===== src/hdl/bva_pkg.sv =====
package bva_pkg;

    localparam int SENSE_W = 12;
    localparam int DATA_W  = 16;
    localparam int CFG_IDX_W = 3;

    // reading times gain, 4095 * 65535 fits in 28 bits
    localparam int PROD_W = SENSE_W + DATA_W;

    // divide by 1000 as multiply by ceil(2^38 / 1000) and shift by 38
    localparam int SCALE_SHIFT = PROD_W + 10;
    localparam int SCALE_RECIP_W = PROD_W + 1;
    localparam logic [SCALE_RECIP_W-1:0] SCALE_RECIP = 29'd274877907;
    localparam int QUOT_W = PROD_W + SCALE_RECIP_W - SCALE_SHIFT;

    localparam logic [DATA_W-1:0] NOMINAL_MV = 16'd12600;

    localparam logic [DATA_W-1:0] GAIN_RST     = 16'd5700;
    localparam logic [DATA_W-1:0] COMFORT_RST  = 16'd12000;
    localparam logic [DATA_W-1:0] DRIVING_RST  = 16'd11500;
    localparam logic [DATA_W-1:0] CRANK_RST    = 16'd10500;
    localparam logic [DATA_W-1:0] OVERVOLT_RST = 16'd15500;

    typedef enum logic [CFG_IDX_W-1:0] {
        CFG_GAIN     = 3'd0,
        CFG_COMFORT  = 3'd1,
        CFG_DRIVING  = 3'd2,
        CFG_CRANK    = 3'd3,
        CFG_OVERVOLT = 3'd4
    } t_cfg_idx;

    typedef struct packed {
        logic [DATA_W-1:0] comfort;
        logic [DATA_W-1:0] driving;
        logic [DATA_W-1:0] crank;
        logic [DATA_W-1:0] overvolt;
    } t_thresh;

endpackage


===== src/hdl/bva_scale.sv =====
module bva_scale
    import bva_pkg::*;
(
    input  logic              i_clk,
    input  logic              i_rst_n,
    input  logic              i_valid,
    output logic              o_ready,
    input  logic [SENSE_W-1:0] i_sense_mv,
    input  logic [DATA_W-1:0] i_gain,
    output logic              o_valid,
    input  logic              i_ready,
    output logic [DATA_W-1:0] o_scaled
);

    logic                 r_a_v, r_b_v, r_c_v;
    logic [SENSE_W-1:0]   r_a_mv;
    logic [PROD_W-1:0]    r_b_prod;
    logic [QUOT_W-1:0]    r_c_quot;
    logic                 adv_a, adv_b, adv_c;
    logic [PROD_W-1:0]    n_prod;
    logic [PROD_W+SCALE_RECIP_W-1:0] n_quot_full;

    assign adv_c = !r_c_v || i_ready;
    assign adv_b = !r_b_v || adv_c;
    assign adv_a = !r_a_v || adv_b;
    assign o_ready = adv_a;

    assign n_prod = PROD_W'(r_a_mv) * PROD_W'(i_gain);
    assign n_quot_full = (PROD_W+SCALE_RECIP_W)'(r_b_prod)
                       * (PROD_W+SCALE_RECIP_W)'(SCALE_RECIP);

    always_ff @(posedge i_clk) begin
        if (!i_rst_n) begin
            r_a_v <= 1'b0;
            r_b_v <= 1'b0;
            r_c_v <= 1'b0;
        end else begin
            if (adv_a) r_a_v <= i_valid;
            if (adv_b) r_b_v <= r_a_v;
            if (adv_c) r_c_v <= r_b_v;
        end
    end

    always_ff @(posedge i_clk) begin
        if (adv_a && i_valid) r_a_mv   <= i_sense_mv;
        if (adv_b && r_a_v)   r_b_prod <= n_prod;
        if (adv_c && r_b_v)   r_c_quot <= n_quot_full[SCALE_SHIFT +: QUOT_W];
    end

    // clamp to 16 bits
    assign o_scaled = (|r_c_quot[QUOT_W-1:DATA_W]) ? {DATA_W{1'b1}} : r_c_quot[DATA_W-1:0];
    assign o_valid  = r_c_v;

endmodule


===== src/hdl/bva_window.sv =====
module bva_window
    import bva_pkg::*;
#(
    parameter int WINDOW = 8
) (
    input  logic              i_clk,
    input  logic              i_rst_n,
    input  logic              i_valid,
    output logic              o_ready,
    input  logic [DATA_W-1:0] i_scaled,
    output logic              o_valid,
    input  logic              i_ready,
    output logic [DATA_W-1:0] o_avg
);

    localparam int L    = $clog2(WINDOW);
    localparam int SUMW = DATA_W + L;
    localparam int SH   = SUMW + L;
    localparam int MW   = SUMW + 1;
    localparam int PW   = SUMW + MW;
    // exact truncating divide by WINDOW over any SUMW-bit sum
    localparam longint unsigned MAVG_L = ((64'd1 << SH) + 64'(WINDOW) - 64'd1) / 64'(WINDOW);
    localparam logic [MW-1:0] MAVG = MW'(MAVG_L);
    localparam logic [SUMW-1:0] SUM_RST = SUMW'(WINDOW) * SUMW'(NOMINAL_MV);

    logic [DATA_W-1:0] r_ring [WINDOW];
    logic [SUMW-1:0]   r_sum;
    logic              r_d_v, r_e_v;
    logic [DATA_W-1:0] r_e_avg;
    logic              adv_d, adv_e;
    logic [SUMW-1:0]   n_sum;
    logic [PW-1:0]     n_avg_prod;

    assign adv_e   = !r_e_v || i_ready;
    assign adv_d   = !r_d_v || adv_e;
    assign o_ready = adv_d;

    // newest enters at the head, the oldest leaves from the tail
    assign n_sum = r_sum - SUMW'(r_ring[WINDOW-1]) + SUMW'(i_scaled);
    assign n_avg_prod = PW'(r_sum) * PW'(MAVG);

    always_ff @(posedge i_clk) begin
        if (!i_rst_n) begin
            r_d_v <= 1'b0;
            r_e_v <= 1'b0;
            r_sum <= SUM_RST;
            for (int k = 0; k < WINDOW; k++) begin
                r_ring[k] <= NOMINAL_MV;
            end
        end else begin
            if (adv_d) r_d_v <= i_valid;
            if (adv_e) r_e_v <= r_d_v;
            if (adv_d && i_valid) begin
                r_sum     <= n_sum;
                r_ring[0] <= i_scaled;
                for (int k = 1; k < WINDOW; k++) begin
                    r_ring[k] <= r_ring[k-1];
                end
            end
        end
    end

    always_ff @(posedge i_clk) begin
        if (adv_e && r_d_v) r_e_avg <= n_avg_prod[SH +: DATA_W];
    end

    assign o_valid = r_e_v;
    assign o_avg   = r_e_avg;

endmodule


===== src/hdl/bva_flags.sv =====
module bva_flags
    import bva_pkg::*;
(
    input  logic              i_clk,
    input  logic              i_rst_n,
    input  logic              i_valid,
    output logic              o_ready,
    input  logic [DATA_W-1:0] i_avg,
    input  t_thresh           i_thresh,
    output logic              o_valid,
    input  logic              i_ready,
    output logic [DATA_W-1:0] o_avg,
    output logic              o_low_comfort,
    output logic              o_low_driving,
    output logic              o_crank_dip,
    output logic              o_over_voltage
);

    logic              r_f_v;
    logic [DATA_W-1:0] r_avg;
    logic              r_low_comfort, r_low_driving, r_crank_dip, r_over_voltage;
    logic              adv_f;

    assign adv_f   = !r_f_v || i_ready;
    assign o_ready = adv_f;

    always_ff @(posedge i_clk) begin
        if (!i_rst_n) begin
            r_f_v <= 1'b0;
        end else if (adv_f) begin
            r_f_v <= i_valid;
        end
    end

    // strict compares: equal to a threshold raises nothing
    always_ff @(posedge i_clk) begin
        if (adv_f && i_valid) begin
            r_avg          <= i_avg;
            r_low_comfort  <= i_avg < i_thresh.comfort;
            r_low_driving  <= i_avg < i_thresh.driving;
            r_crank_dip    <= i_avg < i_thresh.crank;
            r_over_voltage <= i_avg > i_thresh.overvolt;
        end
    end

    assign o_valid        = r_f_v;
    assign o_avg          = r_avg;
    assign o_low_comfort  = r_low_comfort;
    assign o_low_driving  = r_low_driving;
    assign o_crank_dip    = r_crank_dip;
    assign o_over_voltage = r_over_voltage;

endmodule


===== src/hdl/battery_voltage_averager_unit.sv =====
// request path: input, product, quotient, window sum, mean and flag registers
// throughput: 1 request per cycle unless the output stalls; the running-sum
// update of the sample window (add newest, drop oldest) sets this rate
// reset: synchronous active low; window refilled with 12600 mV, sum with
// WINDOW * 12600, registers back to defaults, pipeline emptied
module battery_voltage_averager_unit
    import bva_pkg::*;
#(
    // window depth, 2 to 64
    parameter int WINDOW = 8
) (
    input  logic                 i_clk,
    input  logic                 i_rst_n,
    // configuration writes, no handshake
    input  logic                 i_cfg_we,
    input  logic [CFG_IDX_W-1:0] i_cfg_idx,
    input  logic [DATA_W-1:0]    i_cfg_data,
    // request channel
    input  logic                 i_valid,
    output logic                 o_ready,
    input  logic [SENSE_W-1:0]   i_sense_mv,
    // result channel
    output logic                 o_valid,
    input  logic                 i_ready,
    output logic [DATA_W-1:0]    o_average_mv,
    output logic                 o_low_comfort,
    output logic                 o_low_driving,
    output logic                 o_crank_dip,
    output logic                 o_over_voltage
);

    // configuration registers
    logic [DATA_W-1:0] r_gain;
    t_thresh           r_thresh;

    // stage-to-stage handshakes
    logic              sc_valid, sc_ready;
    logic [DATA_W-1:0] sc_scaled;
    logic              win_valid, win_ready;
    logic [DATA_W-1:0] win_avg;

    // writes to unused indexes fall through and are dropped
    always_ff @(posedge i_clk) begin
        if (!i_rst_n) begin
            r_gain            <= GAIN_RST;
            r_thresh.comfort  <= COMFORT_RST;
            r_thresh.driving  <= DRIVING_RST;
            r_thresh.crank    <= CRANK_RST;
            r_thresh.overvolt <= OVERVOLT_RST;
        end else if (i_cfg_we) begin
            unique case (i_cfg_idx)
                CFG_GAIN:     r_gain            <= i_cfg_data;
                CFG_COMFORT:  r_thresh.comfort  <= i_cfg_data;
                CFG_DRIVING:  r_thresh.driving  <= i_cfg_data;
                CFG_CRANK:    r_thresh.crank    <= i_cfg_data;
                CFG_OVERVOLT: r_thresh.overvolt <= i_cfg_data;
                default: ;
            endcase
        end
    end

    // input register, gain multiply, divide by 1000 and clamp
    bva_scale u_scale (
        .i_clk      (i_clk),
        .i_rst_n    (i_rst_n),
        .i_valid    (i_valid),
        .o_ready    (o_ready),
        .i_sense_mv (i_sense_mv),
        .i_gain     (r_gain),
        .o_valid    (sc_valid),
        .i_ready    (sc_ready),
        .o_scaled   (sc_scaled)
    );

    // sample window with running sum, then mean by reciprocal multiply
    bva_window #(
        .WINDOW (WINDOW)
    ) u_window (
        .i_clk    (i_clk),
        .i_rst_n  (i_rst_n),
        .i_valid  (sc_valid),
        .o_ready  (sc_ready),
        .i_scaled (sc_scaled),
        .o_valid  (win_valid),
        .i_ready  (win_ready),
        .o_avg    (win_avg)
    );

    // threshold compares into the output register
    bva_flags u_flags (
        .i_clk          (i_clk),
        .i_rst_n        (i_rst_n),
        .i_valid        (win_valid),
        .o_ready        (win_ready),
        .i_avg          (win_avg),
        .i_thresh       (r_thresh),
        .o_valid        (o_valid),
        .i_ready        (i_ready),
        .o_avg          (o_average_mv),
        .o_low_comfort  (o_low_comfort),
        .o_low_driving  (o_low_driving),
        .o_crank_dip    (o_crank_dip),
        .o_over_voltage (o_over_voltage)
    );

endmodule


===== config.mk =====
export PLATFORM = sky130hd
export DESIGN_NAME = battery_voltage_averager_unit
export DESIGN_NICKNAME = d
export VERILOG_FILES = /design/src/hdl/bva_pkg.sv /design/src/hdl/bva_scale.sv /design/src/hdl/bva_window.sv /design/src/hdl/bva_flags.sv /design/src/hdl/battery_voltage_averager_unit.sv
export SDC_FILE = /design/constraint.sdc
export NUM_CORES = 2
export LEC_CHECK = 0
export ABC_AREA = 1
export BUFFER_PORTS_ARGS = -buffer_cell sky130_fd_sc_hd__buf_2
export CORE_UTILIZATION = 50
export CTS_BUF_LIST = sky130_fd_sc_hd__clkbuf_8
export CTS_CLUSTER_DIAMETER = 30
export CTS_CLUSTER_SIZE = 12
export DETAILED_ROUTE_END_ITERATION = 6
export GPL_TIMING_DRIVEN = 0
export PLACE_DENSITY = 0.66
export SLEW_MARGIN = 20
export SYNTH_ARGS = -nofsm -noshare
export SYNTH_HDL_FRONTEND = slang
export SYNTH_SLANG_ARGS = --single-unit

===== constraint.sdc =====
create_clock -name i_clk -period 16 [get_ports i_clk]
set_input_delay 1.6 -clock i_clk [delete_from_list [all_inputs] [get_ports i_clk]]
set_output_delay 1.6 -clock i_clk [all_outputs]
set_load 0.02 [all_outputs]

==> summary.md <==
| Metric | Value |
|---|---|
| Run status | completed |
| GPL Wtd Cong | 0.9423 |
| Maxcap violations | 0 |
| Mapped Avg Cell Area | between 8 and 9 um^2 |
| Initial drt markers | 1548 |
| Post-CTS sizing | 0 |
| Final hold vios | 0 |
| Area grow syn2layout | 8.979% |
| Synth Net Count | 4783 |
| Worst-path cell chain | inv_1 -> ha_1 -> inv_1 -> fa_1 -> inv_1 -> fa_1 -> fa_1 -> fa_1 -> inv_1 -> fa_1 -> inv_1 -> fa_1 -> inv_1 -> ha_1 -> nand2_1 -> inv_1 -> a21oi_1 -> inv_1 -> a21oi_1 -> nand3_1 -> nand2_1 -> nand3_1 -> nand2_1 -> nand2_1 |
| Row Count | 95 |
| Setup crit end | u_scale.r_c_quot[17]$_DFFE_PP_ |
| Mapped Cells | slightly below 4000 |
| Worst path slowest cell | edfxtp_1 |
| Clock Tree Buf Depth | 3 |
| Clock Skews | 0.04947 ns |
| WP data required | 16.40 ns |
| DPL Wire Length | 70190 um |
| DRC viols | 0 |
| CTS Hold Buffers Added | 0 |
| First-pass GRT wire length | 134700 um |
| Worst hold-check path type | register to register |
| Fillers | roughly 6200 |
| Flop2flop setup slack | roughly 9.4 ns |
| F_max | 0.1516 GHz |
| Most frequent cell on the critical path | inv_1 |
| CTS root buf | clkbuf_8 |
| Antenna-violating nets left | 0 |
| Vias per cell | 5.053 |
| Worst-path clk slew | 0.06 ns |
| Nets | 4914 |
| Sequential element share of the synthesized area | 25.75% |
| Setup violations, final | 0 |
| Clk Latency, worst-skew pair | roughly 0.66 ns |
| Slew Viols, Final | 0 |
| Largest net degree at the start of global routing | 79 |
| Share of layout cells above drive strength 1 | 7.211% |
| Unrepaired setup endpoints after global routing | no |
| Vias in the first global route | 24852 |
| Unique masters post-synth | 53 |
| Layout Utilization | a little under three fifths |
| Vias | about 25000 |
| Worst-Margin Slew | 0.9236 ns |
| Mapped Area | 34170 um^2 |
| CP Data Arrival Time | 6.99 ns |
| Die X | around 260 um |
| # IOs | 58 |
| CP startpoint kind | register |
| Die height | 263.4 um |
| Worst slew margin | 37.96% |
| Total GRT Usage | 25.00% |
| Crit Path Class | register to register |
| Die footprint | 69380 um^2 |
| Num CTS Buffers | 69 |
| Synth warn | 0 |
| Fin crit share | between 40% and 50% |
| Starting Density | between 50% and 60% |
| Total wire length | 84160 um |
| Core ar. | 67400 um^2 |
| Kind of end point of the critical path | register |
| Main flop type after synthesis | edfxtp_1 |
| Critical Path Fanout Max | 9 |
| Critical Path Source | u_scale.r_b_prod[8]$_DFFE_PP_ |
| Setup Fix Bufs, Post-CTS | 0 |
| Buffers on Ports | between 50 and 60 |
| CTS tree | yes |
| FF+latch count, synth | about 330 |
| Clock sinks | about 330 |
| Share of flip-flops with an asynchronous set or reset | 0% |
| Router iterations before antenna repair | 7 |
| Number of synthesized flops with an enable pin | about 220 |
| Critical path's largest stage delay | 0.77 ns |
| Avg WL per Cell | 17.00 um |
| Min cycle time layout | roughly 6.6 ns |
| R2R depth | 24 |
| Grt total ovfl | 0 |
| Reg2reg start | u_scale.r_b_prod[8]$_DFFE_PP_ |
| Sum Neg Setup Slack | 0 ns |
| R2r endpoint | u_scale.r_c_quot[17]$_DFFE_PP_ |
| H-tree Lvls | 3 |
| Initial antenna violation count | 1 |
==> layout by cell type (no fill, tap or decap), drive strengths merged, types with 2 or more instances in the layout <==
master | synthesis | routed
nor4 | 4 | 4
nand4 | 32 | 32
o21a | 6 | 6
o211ai | 25 | 25
xnor2 | 12 | 12
buf | 28 | 88
o21bai | 20 | 20
bufinv | 0 | 9
a21boi | 2 | 2
clkinv | 0 | 23
nor3 | 25 | 25
nand3 | 86 | 86
a211oi | 6 | 6
nor2 | 236 | 236
ha | 453 | 453
nand2 | 731 | 731
fa | 404 | 404
clkbuf | 51 | 122
o22ai | 3 | 3
o21ai | 121 | 121
or2 | 50 | 50
dfxtp | 105 | 105
a21o | 7 | 7
edfxtp | 223 | 223
a21oi | 187 | 187
clkinvlp | 0 | 10
and2 | 4 | 4
nand3b | 5 | 5
xor2 | 17 | 17
inv | 1040 | 1054
==> synth_stat cells (32+ instances only) <==
library cell,instances,area (um^2)
a21oi_1,186,930.9
o21ai_0,115,575.6
nand2_1,722,2710
inv_1,1033,3877
clkbuf_1,50,187.7
nand4_1,32,200.2
nor2_1,219,822.0
ha_1,453,5668
dfxtp_1,105,2102
edfxtp_1,223,6696
fa_1,404,8088
or2_2,43,269.0
nand3_1,86,430.4
==> kinds of logic after synthesis <==
group	share of synthesized area, %
xor gates and xnor gates	0.7434
AOI/OAI and AO/OA	6.203
and+or+nand+nor	14.55
adders and majority gates	40.26
buffers and inverters	12.50
DFF	25.75
==> metal layers <==
| layer | up-vias | wire (um) | track usage, % |
|---|---|---|---|
| met3 | 114 | 4475 | 3.087 |
| met1 | 12043 | 38310 | 34.91 |
| met2 | 643 | 39280 | 40.68 |
| met5 | - | 0 | 0 |
| li1 | 12217 | - | - |
| met4 | 0 | 2091 | 7.634 |
==> stage by stage <==
step | hold WS, ns | instances | instance area, um^2 | worst slack, ns
final | 0.4595 | 4951 | 37240 | 9.406
after global routing | 0.4699 | 4951 | 37240 | 9.150
after CTS | 0.4618 | 4950 | 37230 | 9.413
after detailed placement | 0.4523 | 4823 | 35640 | 9.470
after global placement | 0.4501 | 4819 | 35540 | 9.461
after floorplan | 0.4244 | 3890 | 34170 | 10.48
==> cell type report <==
class | instances | area, um^2 | area share, %
repair buffers | 60 | 354.1 | 0.9509
inverters | 1040 | 3906 | 10.49
well taps | 873 | 1092 | 2.933
clock buffers | 71 | 977.2 | 2.624
diodes | 1 | 2.502 | 0.006720
flip-flops and latches | 328 | 8798 | 23.63
multi-input cells | 2443 | 21120 | 56.72
plain buffers | 79 | 364.1 | 0.9778
clock inverters | 56 | 620.6 | 1.667
==> worst min-delay path by stage <==
stage	startpoint	cells after the start	slack [ns]	end
finish	r_thresh[56]$_SDFFE_PN0P_	2	0.46	r_thresh[56]$_SDFFE_PN0P_
global route	r_thresh[16]$_SDFFE_PN0P_	2	0.47	r_thresh[16]$_SDFFE_PN0P_
CTS	r_thresh[50]$_SDFFE_PN0P_	2	0.46	r_thresh[50]$_SDFFE_PN0P_
detailed placement	r_thresh[50]$_SDFFE_PN0P_	2	0.45	r_thresh[50]$_SDFFE_PN0P_
global placement	r_thresh[16]$_SDFFE_PN0P_	2	0.45	r_thresh[16]$_SDFFE_PN0P_
floorplan	r_thresh[16]$_SDFFE_PN0P_	2	0.42	r_thresh[16]$_SDFFE_PN0P_
==> registers in the layout, indices dropped and copies added, names as in the netlist, 12 cells and up <==
name,count
r_gain,16
u_window.r_ring,128
u_scale.r_a_mv,12
r_thresh,64
u_scale.r_c_quot,19
u_window.r_sum,19
u_window.o_avg,16
u_scale.r_b_prod,28
u_flags.o_avg,16
==> worst max-delay path, delay by kind of cell, from the launching register on <==
kind                       cells  cell delay [ns]
AOI/OAI and AO/OA              2             0.48
adders and majority gates      8             3.83
buffers and inverters          8             0.61
DFF                            1             0.77
and+or+nand+nor                6             0.65
Power is not shown: default switching activity piles up to over one toggle a cycle in this logic, so the estimate is an artifact.
